==> src/hdl/jacb_pkg.sv <==
`timescale 1ns / 1ps

package jacb_pkg;

  localparam int SAMPLE_BITS = 10;
  localparam int FULL_SCALE  = 1024;
  localparam int WINDOW_HALF = 100;
  localparam int AXIS_W      = $clog2(FULL_SCALE + 1) + 1;

  localparam int BTN_W = 8;
  localparam int DZ_W  = 11;
  localparam logic [DZ_W-1:0] DZ_RESET = 11'd410;

  localparam int NUM_AXES = 4;

endpackage

==> src/hdl/jacb_in_if.sv <==
`timescale 1ns / 1ps

interface jacb_in_if #(
  parameter int SAMPLE_BITS = jacb_pkg::SAMPLE_BITS
);
  logic                         valid;
  logic                         ready;
  logic [jacb_pkg::BTN_W-1:0]   button_levels;
  logic [SAMPLE_BITS-1:0]       stick1_horizontal;
  logic [SAMPLE_BITS-1:0]       stick1_vertical;
  logic [SAMPLE_BITS-1:0]       stick2_horizontal;
  logic [SAMPLE_BITS-1:0]       stick2_vertical;

  modport source (
    output valid, button_levels, stick1_horizontal, stick1_vertical,
           stick2_horizontal, stick2_vertical,
    input  ready
  );

  modport sink (
    input  valid, button_levels, stick1_horizontal, stick1_vertical,
           stick2_horizontal, stick2_vertical,
    output ready
  );
endinterface

==> src/hdl/jacb_out_if.sv <==
`timescale 1ns / 1ps

interface jacb_out_if #(
  parameter int AXIS_W = jacb_pkg::AXIS_W
);
  logic                         valid;
  logic                         ready;
  logic [jacb_pkg::BTN_W-1:0]   held_mask;
  logic [jacb_pkg::BTN_W-1:0]   pressed_mask;
  logic [jacb_pkg::BTN_W-1:0]   released_mask;
  logic                         levels_changed;
  logic signed [AXIS_W-1:0]     stick1_x;
  logic signed [AXIS_W-1:0]     stick1_y;
  logic signed [AXIS_W-1:0]     stick2_x;
  logic signed [AXIS_W-1:0]     stick2_y;
  logic                         stick1_active;

  modport source (
    output valid, held_mask, pressed_mask, released_mask, levels_changed,
           stick1_x, stick1_y, stick2_x, stick2_y, stick1_active,
    input  ready
  );

  modport sink (
    input  valid, held_mask, pressed_mask, released_mask, levels_changed,
           stick1_x, stick1_y, stick2_x, stick2_y, stick1_active,
    output ready
  );
endinterface

==> src/hdl/jacb_lane.sv <==
`timescale 1ns / 1ps

module jacb_lane #(
  parameter int SAMPLE_BITS = jacb_pkg::SAMPLE_BITS,
  parameter int FULL_SCALE  = jacb_pkg::FULL_SCALE,
  parameter int AXIS_W      = $clog2(FULL_SCALE + 1) + 1
) (
  input  logic                     clk,
  input  logic                     rst_n,
  input  logic                     start,
  input  logic [SAMPLE_BITS-1:0]   sample,
  output logic                     done,
  output logic signed [AXIS_W-1:0] value
);

  localparam int QW = AXIS_W - 1;
  localparam int ND = SAMPLE_BITS + QW;
  localparam int CW = $clog2(ND + 1);
  localparam logic [SAMPLE_BITS-1:0] LOW_RST =
    SAMPLE_BITS'((1 << (SAMPLE_BITS - 1)) - jacb_pkg::WINDOW_HALF);
  localparam logic [SAMPLE_BITS-1:0] HIGH_RST =
    SAMPLE_BITS'((1 << (SAMPLE_BITS - 1)) + jacb_pkg::WINDOW_HALF);
  localparam logic [ND-1:0] FULL_ND = ND'(FULL_SCALE);
  localparam logic [AXIS_W-1:0] FULL_AX = AXIS_W'(FULL_SCALE);
  localparam logic [CW-1:0] LAST_STEP = CW'(ND - 1);

  logic [SAMPLE_BITS-1:0] low_r, low_nxt, high_r, high_nxt;
  logic [SAMPLE_BITS-1:0] span_r, span_nxt;
  logic [SAMPLE_BITS-1:0] rem_r, rem_nxt;
  logic [ND-1:0]          dvd_r, dvd_nxt;
  logic [CW-1:0]          cnt_r, cnt_nxt;
  logic                   busy_r, busy_nxt;
  logic                   done_r, done_nxt;
  logic [AXIS_W-1:0]      value_r, value_nxt;

  logic [SAMPLE_BITS-1:0] offset;
  logic [SAMPLE_BITS:0]   trial;
  logic                   fits;

  always_comb begin
    low_nxt   = low_r;
    high_nxt  = high_r;
    span_nxt  = span_r;
    rem_nxt   = rem_r;
    dvd_nxt   = dvd_r;
    cnt_nxt   = cnt_r;
    busy_nxt  = busy_r;
    done_nxt  = 1'b0;
    value_nxt = value_r;
    offset    = '0;
    trial     = {rem_r, dvd_r[ND-1]};
    fits      = trial >= {1'b0, span_r};
    if (start) begin
      // widen the window, then load the divider
      if (sample < low_r) begin
        low_nxt = sample;
      end
      if (sample > high_r) begin
        high_nxt = sample;
      end
      offset   = sample - low_nxt;
      span_nxt = high_nxt - low_nxt;
      dvd_nxt  = ND'({{QW{1'b0}}, offset} * FULL_ND);
      rem_nxt  = '0;
      cnt_nxt  = '0;
      busy_nxt = 1'b1;
    end else if (busy_r) begin
      rem_nxt = fits ? SAMPLE_BITS'(trial - {1'b0, span_r}) : trial[SAMPLE_BITS-1:0];
      dvd_nxt = {dvd_r[ND-2:0], fits};
      cnt_nxt = cnt_r + 1'b1;
      if (cnt_r == LAST_STEP) begin
        busy_nxt  = 1'b0;
        done_nxt  = 1'b1;
        value_nxt = {dvd_nxt[QW-1:0], 1'b0} - FULL_AX;
      end
    end
  end

  always_ff @(posedge clk) begin
    if (!rst_n) begin
      low_r  <= LOW_RST;
      high_r <= HIGH_RST;
      busy_r <= 1'b0;
      done_r <= 1'b0;
      cnt_r  <= '0;
    end else begin
      low_r  <= low_nxt;
      high_r <= high_nxt;
      busy_r <= busy_nxt;
      done_r <= done_nxt;
      cnt_r  <= cnt_nxt;
    end
  end

  always_ff @(posedge clk) begin
    span_r  <= span_nxt;
    rem_r   <= rem_nxt;
    dvd_r   <= dvd_nxt;
    value_r <= value_nxt;
  end

  assign done  = done_r;
  assign value = value_r;

endmodule

==> src/hdl/jacb_merge.sv <==
`timescale 1ns / 1ps

module jacb_merge #(
  parameter int AXIS_W = jacb_pkg::AXIS_W
) (
  input  logic                        clk,
  input  logic                        rst_n,
  input  logic                        start,
  input  logic signed [AXIS_W-1:0]    lane_val [jacb_pkg::NUM_AXES],
  input  logic [jacb_pkg::DZ_W-1:0]   dead_zone,
  output logic signed [AXIS_W-1:0]    axis_val [jacb_pkg::NUM_AXES],
  output logic                        active,
  output logic                        done
);

  localparam int SQ_W  = 2 * AXIS_W;
  localparam int DSQ_W = 2 * jacb_pkg::DZ_W;
  localparam int CMP_W = (SQ_W + 1 > DSQ_W) ? SQ_W + 1 : DSQ_W;

  logic signed [AXIS_W-1:0] axis_r [jacb_pkg::NUM_AXES];
  logic signed [AXIS_W-1:0] axis_nxt [jacb_pkg::NUM_AXES];
  logic signed [SQ_W-1:0]   sqx_r, sqy_r;
  logic [DSQ_W-1:0]         dzsq_r;
  logic                     s1_r, done_r;
  logic                     active_r;
  logic [CMP_W-1:0]         len_sq, dz_sq;

  always_comb begin
    for (int i = 0; i < jacb_pkg::NUM_AXES; i++) begin
      axis_nxt[i] = lane_val[i];
    end
    // stick one vertical and stick two horizontal run the other way
    axis_nxt[1] = -lane_val[1];
    axis_nxt[2] = -lane_val[2];
    len_sq = CMP_W'($unsigned(sqx_r)) + CMP_W'($unsigned(sqy_r));
    dz_sq  = CMP_W'(dzsq_r);
  end

  always_ff @(posedge clk) begin
    if (!rst_n) begin
      s1_r   <= 1'b0;
      done_r <= 1'b0;
    end else begin
      s1_r   <= start;
      done_r <= s1_r;
    end
  end

  always_ff @(posedge clk) begin
    if (start) begin
      axis_r <= axis_nxt;
      sqx_r  <= SQ_W'(axis_nxt[0]) * SQ_W'(axis_nxt[0]);
      sqy_r  <= SQ_W'(axis_nxt[1]) * SQ_W'(axis_nxt[1]);
      dzsq_r <= DSQ_W'(dead_zone) * DSQ_W'(dead_zone);
    end
    if (s1_r) begin
      active_r <= len_sq > dz_sq;
    end
  end

  assign axis_val = axis_r;
  assign active   = active_r;
  assign done     = done_r;

endmodule

==> src/hdl/joystick_autocal_button_edges.sv <==
`timescale 1ns / 1ps

// Joystick normalizer with button edge detection.
// in_ch carries one item per poll: eight active-low button levels and four
// raw stick samples. out_ch returns one result item per input item: held,
// pressed and released masks, a changed flag, four signed Q.10 axes and the
// stick one dead-zone flag. cfg_we/cfg_data write the dead-zone radius;
// write only while no item is in flight.
// Each axis has its own lane with a bit-serial restoring divider, one
// quotient bit per cycle over SAMPLE_BITS + clog2(FULL_SCALE+1) bits.
// The lanes feed a two-stage squaring merge, which feeds the output
// register. A new item is accepted only after the result of the last
// one has been loaded into the output register.
// in_ch.ready is high while idle, also while a finished result waits in the
// output register; if out_ch stalls the next result waits until it drains.
// Reset clears the button history to all released, sets every axis window
// to center +/- 100 and the dead zone to 410.
module joystick_autocal_button_edges #(
  parameter int SAMPLE_BITS = jacb_pkg::SAMPLE_BITS,
  parameter int FULL_SCALE  = jacb_pkg::FULL_SCALE,
  parameter int AXIS_W      = $clog2(FULL_SCALE + 1) + 1
) (
  input  logic                       clk,
  input  logic                       rst_n,
  jacb_in_if.sink                    in_ch,
  jacb_out_if.source                 out_ch,
  input  logic                       cfg_we,
  input  logic [jacb_pkg::DZ_W-1:0]  cfg_data
);

  typedef enum logic [1:0] {
    ST_IDLE,
    ST_BUSY,
    ST_LOAD
  } state_t;

  localparam int BW = jacb_pkg::BTN_W;
  localparam int NA = jacb_pkg::NUM_AXES;

  state_t                   state_r;
  logic [BW-1:0]            prev_r;
  logic [BW-1:0]            held_r, pressed_r, released_r;
  logic                     changed_r;
  logic [jacb_pkg::DZ_W-1:0] dz_r;
  logic                     out_valid_r;
  logic [BW-1:0]            o_held_r, o_pressed_r, o_released_r;
  logic                     o_changed_r, o_active_r;
  logic signed [AXIS_W-1:0] o_axis_r [NA];

  logic                     accept, slot_free, merge_done, merge_active, all_done;
  logic [SAMPLE_BITS-1:0]   samples [NA];
  logic                     lane_done [NA];
  logic signed [AXIS_W-1:0] lane_val [NA];
  logic signed [AXIS_W-1:0] axis_val [NA];
  logic                     load;

  assign accept    = in_ch.valid && in_ch.ready;
  assign slot_free = !out_valid_r || out_ch.ready;
  assign in_ch.ready = (state_r == ST_IDLE);

  assign samples[0] = in_ch.stick1_horizontal;
  assign samples[1] = in_ch.stick1_vertical;
  assign samples[2] = in_ch.stick2_horizontal;
  assign samples[3] = in_ch.stick2_vertical;

  for (genvar g = 0; g < NA; g++) begin : g_lane
    jacb_lane #(
      .SAMPLE_BITS (SAMPLE_BITS),
      .FULL_SCALE  (FULL_SCALE),
      .AXIS_W      (AXIS_W)
    ) u_lane (
      .clk    (clk),
      .rst_n  (rst_n),
      .start  (accept),
      .sample (samples[g]),
      .done   (lane_done[g]),
      .value  (lane_val[g])
    );
  end

  assign all_done = lane_done[0] && lane_done[1] && lane_done[2] && lane_done[3];

  jacb_merge #(
    .AXIS_W (AXIS_W)
  ) u_merge (
    .clk       (clk),
    .rst_n     (rst_n),
    .start     (all_done),
    .lane_val  (lane_val),
    .dead_zone (dz_r),
    .axis_val  (axis_val),
    .active    (merge_active),
    .done      (merge_done)
  );

  assign load = ((state_r == ST_BUSY && merge_done) || state_r == ST_LOAD) && slot_free;

  always_ff @(posedge clk) begin
    if (!rst_n) begin
      state_r     <= ST_IDLE;
      prev_r      <= '1;
      dz_r        <= jacb_pkg::DZ_RESET;
      out_valid_r <= 1'b0;
    end else begin
      if (cfg_we) begin
        dz_r <= cfg_data;
      end
      if (accept) begin
        prev_r <= in_ch.button_levels;
      end
      case (state_r)
        ST_IDLE: begin
          if (accept) begin
            state_r <= ST_BUSY;
          end
        end
        ST_BUSY: begin
          if (merge_done) begin
            state_r <= slot_free ? ST_IDLE : ST_LOAD;
          end
        end
        ST_LOAD: begin
          if (slot_free) begin
            state_r <= ST_IDLE;
          end
        end
        default: begin
          state_r <= ST_IDLE;
        end
      endcase
      if (load) begin
        out_valid_r <= 1'b1;
      end else if (out_ch.ready) begin
        out_valid_r <= 1'b0;
      end
    end
  end

  always_ff @(posedge clk) begin
    if (accept) begin
      held_r     <= ~in_ch.button_levels;
      pressed_r  <= ~in_ch.button_levels & prev_r;
      released_r <= in_ch.button_levels & ~prev_r;
      changed_r  <= in_ch.button_levels != prev_r;
    end
    if (load) begin
      o_held_r     <= held_r;
      o_pressed_r  <= pressed_r;
      o_released_r <= released_r;
      o_changed_r  <= changed_r;
      o_axis_r     <= axis_val;
      o_active_r   <= merge_active;
    end
  end

  assign out_ch.valid          = out_valid_r;
  assign out_ch.held_mask      = o_held_r;
  assign out_ch.pressed_mask   = o_pressed_r;
  assign out_ch.released_mask  = o_released_r;
  assign out_ch.levels_changed = o_changed_r;
  assign out_ch.stick1_x       = o_axis_r[0];
  assign out_ch.stick1_y       = o_axis_r[1];
  assign out_ch.stick2_x       = o_axis_r[2];
  assign out_ch.stick2_y       = o_axis_r[3];
  assign out_ch.stick1_active  = o_active_r;

endmodule

==> src/flat_wrapper.sv <==
// flat-port wrapper written by rule: the top's interface ports become plain ports
module joystick_autocal_button_edges_flat 
#(
  parameter int SAMPLE_BITS = jacb_pkg::SAMPLE_BITS,
  parameter int FULL_SCALE  = jacb_pkg::FULL_SCALE,
  parameter int AXIS_W      = $clog2(FULL_SCALE + 1) + 1
)
  (clk, rst_n, cfg_we, cfg_data, in_ch_valid, in_ch_button_levels, in_ch_stick1_horizontal, in_ch_stick1_vertical, in_ch_stick2_horizontal, in_ch_stick2_vertical, in_ch_ready, out_ch_valid, out_ch_held_mask, out_ch_pressed_mask, out_ch_released_mask, out_ch_levels_changed, out_ch_stick1_x, out_ch_stick1_y, out_ch_stick2_x, out_ch_stick2_y, out_ch_stick1_active, out_ch_ready);
  jacb_in_if #(.SAMPLE_BITS(SAMPLE_BITS)) in_ch_i ();
  jacb_out_if #(.AXIS_W(AXIS_W)) out_ch_i ();
  input  logic clk;
  input  logic rst_n;
  input  logic cfg_we;
  input  logic [jacb_pkg::DZ_W-1:0] cfg_data;
  input wire logic [$bits(in_ch_i.valid)-1:0] in_ch_valid;
  input wire logic [$bits(in_ch_i.button_levels)-1:0] in_ch_button_levels;
  input wire logic [$bits(in_ch_i.stick1_horizontal)-1:0] in_ch_stick1_horizontal;
  input wire logic [$bits(in_ch_i.stick1_vertical)-1:0] in_ch_stick1_vertical;
  input wire logic [$bits(in_ch_i.stick2_horizontal)-1:0] in_ch_stick2_horizontal;
  input wire logic [$bits(in_ch_i.stick2_vertical)-1:0] in_ch_stick2_vertical;
  output wire logic [$bits(in_ch_i.ready)-1:0] in_ch_ready;
  output wire logic [$bits(out_ch_i.valid)-1:0] out_ch_valid;
  output wire logic [$bits(out_ch_i.held_mask)-1:0] out_ch_held_mask;
  output wire logic [$bits(out_ch_i.pressed_mask)-1:0] out_ch_pressed_mask;
  output wire logic [$bits(out_ch_i.released_mask)-1:0] out_ch_released_mask;
  output wire logic [$bits(out_ch_i.levels_changed)-1:0] out_ch_levels_changed;
  output wire logic [$bits(out_ch_i.stick1_x)-1:0] out_ch_stick1_x;
  output wire logic [$bits(out_ch_i.stick1_y)-1:0] out_ch_stick1_y;
  output wire logic [$bits(out_ch_i.stick2_x)-1:0] out_ch_stick2_x;
  output wire logic [$bits(out_ch_i.stick2_y)-1:0] out_ch_stick2_y;
  output wire logic [$bits(out_ch_i.stick1_active)-1:0] out_ch_stick1_active;
  input wire logic [$bits(out_ch_i.ready)-1:0] out_ch_ready;
  assign in_ch_i.valid = in_ch_valid;
  assign in_ch_i.button_levels = in_ch_button_levels;
  assign in_ch_i.stick1_horizontal = in_ch_stick1_horizontal;
  assign in_ch_i.stick1_vertical = in_ch_stick1_vertical;
  assign in_ch_i.stick2_horizontal = in_ch_stick2_horizontal;
  assign in_ch_i.stick2_vertical = in_ch_stick2_vertical;
  assign in_ch_ready = in_ch_i.ready;
  assign out_ch_valid = out_ch_i.valid;
  assign out_ch_held_mask = out_ch_i.held_mask;
  assign out_ch_pressed_mask = out_ch_i.pressed_mask;
  assign out_ch_released_mask = out_ch_i.released_mask;
  assign out_ch_levels_changed = out_ch_i.levels_changed;
  assign out_ch_stick1_x = out_ch_i.stick1_x;
  assign out_ch_stick1_y = out_ch_i.stick1_y;
  assign out_ch_stick2_x = out_ch_i.stick2_x;
  assign out_ch_stick2_y = out_ch_i.stick2_y;
  assign out_ch_stick1_active = out_ch_i.stick1_active;
  assign out_ch_i.ready = out_ch_ready;
  joystick_autocal_button_edges #(.SAMPLE_BITS(SAMPLE_BITS), .FULL_SCALE(FULL_SCALE), .AXIS_W(AXIS_W)) u_core (.clk(clk), .rst_n(rst_n), .in_ch(in_ch_i), .out_ch(out_ch_i), .cfg_we(cfg_we), .cfg_data(cfg_data));
endmodule
==> config.mk <==
export PLATFORM = sky130hd
export DESIGN_NAME = joystick_autocal_button_edges_flat
export DESIGN_NICKNAME = d
export VERILOG_FILES = /design/src/hdl/jacb_pkg.sv /design/src/hdl/jacb_in_if.sv /design/src/hdl/jacb_out_if.sv /design/src/hdl/jacb_lane.sv /design/src/hdl/jacb_merge.sv /design/src/hdl/joystick_autocal_button_edges.sv /design/src/flat_wrapper.sv
export SDC_FILE = /design/constraint.sdc
export NUM_CORES = 2
export LEC_CHECK = 0
export ABC_AREA = 1
export BUFFER_PORTS_ARGS = -buffer_cell sky130_fd_sc_hd__buf_2
export CORE_MARGIN = 3
export CORE_UTILIZATION = 55
export DETAILED_ROUTE_END_ITERATION = 8
export GPL_ROUTABILITY_DRIVEN = 0
export GPL_TIMING_DRIVEN = 0
export PLACE_DENSITY = 0.77
export SLEW_MARGIN = 5
export SYNTH_ARGS = -nofsm -noshare
export SYNTH_HDL_FRONTEND = slang
export SYNTH_SLANG_ARGS = --single-unit
==> constraint.sdc <==
create_clock -name clk -period 11.6 [get_ports clk]
set_input_delay 2.32 -clock clk [delete_from_list [all_inputs] [get_ports clk]]
set_output_delay 2.32 -clock clk [all_outputs]
set_load 0.01 [all_outputs]
# Yosys cells after proc, flatten, opt, wreduce, memory -nomap -nowiden
# Index checks and enable logic that the tools add are counted.
dict set report classes {
  add_sub_neg 23
  order_cmp 13
  bitwise 10
  n_eq_ne 10
  n_reduce_logical 25
  n_mul 3
  n_mux 51
}
# operator n
set op_table {}
lappend op_table {{10-bit two-way mux} 20}
lappend op_table {{20-bit two-way mux} 8}
lappend op_table {{10-bit subtractor} 12}
lappend op_table {{12-bit by 12-bit multiplier with 24-bit output} 2}
lappend op_table {{12-bit by 11-bit subtractor with 12-bit output, second input constant} 4}
lappend op_table {{11-bit by 10-bit >= comparator with 1-bit output} 4}
lappend op_table {{10-bit > comparator} 4}
lappend op_table {{10-bit less-than comparator} 4}
lappend op_table {{24-bit by 24-bit adder with 25-bit output} 1}
lappend op_table {{25-bit by 22-bit > comparator with 1-bit output} 1}
lappend op_table {{12-bit negator} 2}
lappend op_table {{11-bit by 11-bit multiplier with 22-bit output} 1}
lappend op_table {{5-bit by 1-bit adder with 5-bit output, second input constant} 4}
lappend op_table {{5-bit equality test, second input constant} 4}
lappend op_table {{1-bit two-way mux} 18}
lappend op_table {{8-bit AND} 2}
lappend op_table {{8-bit NOT} 2}
lappend op_table {{3-bit AND reduction} 5}
lappend op_table {{3-bit OR reduction} 4}
lappend op_table {{2-bit nonzero test} 5}
lappend op_table {{2-bit two-way mux} 4}
lappend op_table {{8-bit inequality test} 1}
lappend op_table {{1-bit logical AND} 6}
lappend op_table {{1-bit NOT} 6}
lappend op_table {{9 further kinds} 11}
dict set report totals {
  out_inout_bits 76
  in_bits 64
  regBits 562
}

# Longest topological paths before layout
dict set report depth {
  depth_word 5
  mapped_depth 30
}

# Hierarchy
# Synthesis repeated with hierarchy kept, for this count alone.
dict set report hier_totals {
  cells_unflattened 4871
  hier_area_um2 43096.3
}
# mod cells_per_inst area_each_um2 instances
set modules_own_cells {}
lappend modules_own_cells {jacb_lane 622 4997.3 4}
lappend modules_own_cells {jacb_merge 2140 19004.5 1}
lappend modules_own_cells {joystick_autocal_button_edges 243 4102.7 1}

# Worst setup path after synthesis
# OpenSTA, ideal clock, no wires.
dict set report synth_timing {
  path_type {reg-to-reg}
  from {register u_core.g_lane[0].u_lane.done_r}
  to {register u_core.u_merge.axis_r (netlist bit u_core.u_merge.axis_val[10]) (enable)}
  setup_ns 0.697
  stages_incl_launch_ff 3
  slack_ns 3.462
  required_ns 10.903
  t_arrival_ns 7.441
  cell_sequence {dfxtp_1 nand2_1 nor3_1}
}
dict set report synth_between {
  elab_chain_len 3
}
# element line
set synth_lines {}
lappend synth_lines {{from (decl)} jacb_lane.sv:33} ;# logic done_r, done_nxt;
lappend synth_lines {{from (signal assigned)} jacb_lane.sv:90} ;# done_r <= done_nxt;
lappend synth_lines {{1-bit logical AND (3 in a row)} joystick_autocal_button_edges.sv:81} ;# assign all_done = lane_done[0] && lane_done[1] && lane_done[2] && lane_done[3];
lappend synth_lines {{via u_core.all_done} joystick_autocal_button_edges.sv:50} ;# logic accept, slot_free, merge_done, merge_active, all_done;
lappend synth_lines {{to (signal assigned)} jacb_merge.sv:51} ;# axis_r <= axis_nxt;
lappend synth_lines {{to (decl)} jacb_merge.sv:20} ;# logic signed [AXIS_W-1:0] axis_r [jacb_pkg::NUM_AXES];
# The timed path passes the listed nets, and every way through them passes these cells.
# A chain may end at the register's enable or synchronous reset.

==> implementation parameters <==
Parameter                              Value

Run status
  Status ... finished clean

Placement
  Number of input and output port buffers inserted ... 134
  HPWL reported at the end of detailed placement ... 71,230 µm
  Placed cells ... 5,712
  Worst slack, placed ... 4.109 ns

Drt
  Count of antenna-violating nets left after detailed routing ... 0
  Via/cell ratio ... 5.333
  Overall routed net length ... 89,730 µm
  DRC violations left ... 0
  Number of detailed-route iterations in the first pass ... 6
  Routed wire length per instance ... 15.41 µm
  Routed via count ... 31,050
  Iteration-0 DRC Markers ... 2,104

STA
  Fmax ... 135.3 MHz
  Tightest hold margin ... 0.4134 ns
  Worst slew margin relative to its limit ... 0.3108
  Clock Skews ... 0.02838 ns
  Final setup violation count ... 0
  Sum of negative setup slack ... 0 ns
  Minimum period implied by the final worst setup slack ... 7.389 ns
  Worst Setup Slack, final ... 4.211 ns
  Unrepaired setup endpoints after global routing ... false
  Worst-margin pin slew ... 1.030 ns
  Number of endpoints with negative hold slack in the final report ... 0
  Number of pins exceeding their max-slew limit in the final report ... 0
  Final Cycle Share ... 0.6370

Cells and area
  Non-filler instance count after layout ... 5,822
  Count of nets after finishing ... 5,582
  Layout overhead on the synthesized area ... 9.779%
  Most common library cell in the layout ignoring fill and taps ... inv_1
  Share of post-route cells with drive strength above 1 ... 0.07259
  Final cell utilization of the core ... 0.6115
  Count of inserted antenna diode cells ... 0
  Commonest cells after routing, fill and taps aside ... 977 x inv_1, 825 x nand2_1, 421 x ha_1

Power
  Switching part of the total power ... 0.3611
  Maximum resistive drop on vdd ... 0.1380 mV
  Switching power ... 2.395 mW
  Part of the power in the clock network ... 0.287
  Leak pwr ... 22.44 nW
  Internal power component ... 4.238 mW
  Combinational cell fraction of total power ... 0.358
  PD cells ... 148.2 nW/µm²
  Relative contribution of sequential cells to total power ... 0.355

CTS
  Maximum root-to-sink buffer count ... 3
  Clock tree from TritonCTS ... built
  Clock buffers created by TritonCTS ... 58
  CTS H-tree lvls ... 2
  Sink Count ... 541
  Clock root cell ... clkbuf_16
  Clock latency of the later-clocked register in the worst-skew pair ... 0.63 ns
  Post-CTS setup-driven buffer insertion count ... 0
  Number of buffers added to fix hold violations after cts ... 0
  CTS clock-pin slew for the worst setup and hold paths ... 0.07 ns
  Number of resized instances in the post-cts repair step ... 0

Floorplanning
  Die height ... 278.3 µm
  Floorplan die area ... 77,450 µm²
  Initial cell density of the core ... 0.5570
  Core area ... 73,210 µm²
  Die boundary width ... 278.3 µm
  Row count ... 99
  Number of top-level design ports ... 140

Critical path
  Path type of the worst setup path ... reg2reg
  Critical Path Source Type ... register
  Largest fanout on the critical path ... 11
  CP Data Required Time ... 11.99 ns
  Cells on worst reg2reg path ... 25
  Nature of the critical path endpoint ... register
  CP Data Arrival Time ... 7.78 ns

Run
  Max Cap Viol ... 0

Global routing
  Global router's overall resource usage ... 0.2353
  Global route overflow ... 0
  Initial antenna violation count ... 0
  First-pass GRT wire length ... 150,200 µm
  Number of global-route vias before repair ... 31,220
  Pin count of the biggest net entering global routing ... 75

Synth
  Cell variety after synth ... 60
  Area of the mapped netlist ... 40,780 µm²
  Count of flip-flops with a built-in enable after synthesis ... 325
  Yosys warning total ... 0
  Average instance area after synthesis ... 8.857 µm²
  Post-synth top flop ... edfxtp_1
  Post-synthesis sequential area ratio ... 0.3454
  Register bit count reported by yosys ... 541
  Post-synthesis async set-or-reset flop share ... 0
  Gate count after technology mapping ... 4,604

Min path
  Cell depth of the worst min-delay path ... 0
  Type of the tightest min-delay check ... reg2reg
==> area by class of cell <==
class,count,area (µm²)
fill,6069,28440
multi-input combinational,2980,22530
sequential,541,14080
inverter,988,3709
clock buffer,68,1541
tap,959,1200
timing repair buffer,146,800.8
buffer,98,479.2
clock inverter,42,421.7
==> cell usage after synthesis, drive strengths merged, types with 10 or more instances <==
| library cell | n | area share |
|---|---|---|
| fa | 284 | 0.14 |
| nand3 | 180 | 0.024 |
| buf | 48 | 0.0071 |
| nand2 | 831 | 0.077 |
| dfxtp | 216 | 0.11 |
| a21o | 23 | 0.0042 |
| edfxtp | 325 | 0.24 |
| ha | 421 | 0.13 |
| or2 | 11 | 0.0017 |
| o22ai | 81 | 0.012 |
| o31ai | 11 | 0.0020 |
| xnor2 | 58 | 0.012 |
| inv | 985 | 0.091 |
| nor3 | 40 | 0.0056 |
| clkbuf | 50 | 0.0046 |
| o21a | 34 | 0.0063 |
| a21oi | 227 | 0.029 |
| a31oi | 10 | 0.0015 |
| o211ai | 21 | 0.0039 |
| nor2 | 283 | 0.027 |
| o21bai | 15 | 0.0028 |
| a22oi | 48 | 0.0088 |
| o21ai | 195 | 0.024 |
| nand4 | 46 | 0.0072 |
| xor2 | 105 | 0.024 |
==> worst max-delay path, cell delays in order (launching register included) <==
cell and delay [ns]:
edfxtp_1 0.53, inv_1 0.13, clkbuf_1 0.28, ha_1 0.34
xnor2_1 0.52, clkinv_1 0.52, nor2_1 0.39, inv_1 0.12
fa_1 0.58, fa_1 0.70, inv_1 0.10, fa_1 0.52
fa_1 0.57, inv_1 0.07, fa_1 0.54, inv_1 0.04
ha_1 0.35, nand2_1 0.10, nor3_1 0.13, inv_1 0.08
nor2_1 0.13, nand4_1 0.10, nand3_1 0.14, inv_1 0.05
nand2_1 0.06, nand2_1 0.05
==> layer usage <==
layer | share of wire | track usage
met1 | 0.42 | 0.2975
met2 | 0.50 | 0.4192
met3 | 0.051 | 0.02978
met4 | 0.033 | 0.07743
met5 | 0 | 0
==> sequential cells by signal, indices dropped and copies added (netlist names), 20 cells and up <==
register,flops
u_core.g_lane.u_lane.cnt_r,20
u_core.g_lane.u_lane.dvd_r,84
u_core.g_lane.u_lane.high_r,40
u_core.g_lane.u_lane.low_r,40
u_core.g_lane.u_lane.rem_r,40
u_core.g_lane.u_lane.span_r,40
u_core.g_lane.u_lane.value,44
u_core.u_merge.axis_val,43
u_core.u_merge.dzsq_r,21
u_core.u_merge.sqx_r,21
u_core.u_merge.sqy_r,20
==> logic make-up after synthesis <==
logic type | share of synthesized area
and+or+nand+nor | 0.1459
buffers and inverters | 0.1027
adders and majority gates | 0.2686
AOI/OAI and AO/OA | 0.1009
DFF | 0.3454
xor gates and xnor gates | 0.03611
other | 0.00009196
muxes | 0.0002761
==> through the flow <==
step / area [µm²] / total power, mW
6_report: 44770 / 6.633
5_1_grt: 44770 / 7.100
4_1_cts: 44770 / 6.664
3_5_place_dp: 42800 / 4.735
3_3_place_gp: 42660 / 4.674
2_1_floorplan: 40790 / 4.191
==> power groups by stage <==
| stage | Sequential, mW | Combinational, mW | Clock, mW |
|---|---|---|---|
| finish | 2.35 | 2.38 | 1.90 |
| global route | 2.37 | 2.71 | 2.02 |
| CTS | 2.35 | 2.37 | 1.95 |
| detailed placement | 2.39 | 2.34 | 0 |
| global placement | 2.39 | 2.29 | 0 |
| floorplan | 2.37 | 1.82 | 0 |
==> path summary, 6_finish.rpt <==
check                                             endpoint  slack [ns]                        startpoint
worst max-delay path              u_core.u_merge.sqy_r[23]        4.21  u_core.g_lane[1].u_lane.value[1]
worst min-delay path            u_core.out_ch.held_mask[5]        0.41                  u_core.held_r[5]
worst max register to register    u_core.u_merge.sqy_r[23]        4.21  u_core.g_lane[1].u_lane.value[1]
worst min register to register  u_core.out_ch.held_mask[5]        0.41                  u_core.held_r[5]
Power figures use the tool's default switching activity.
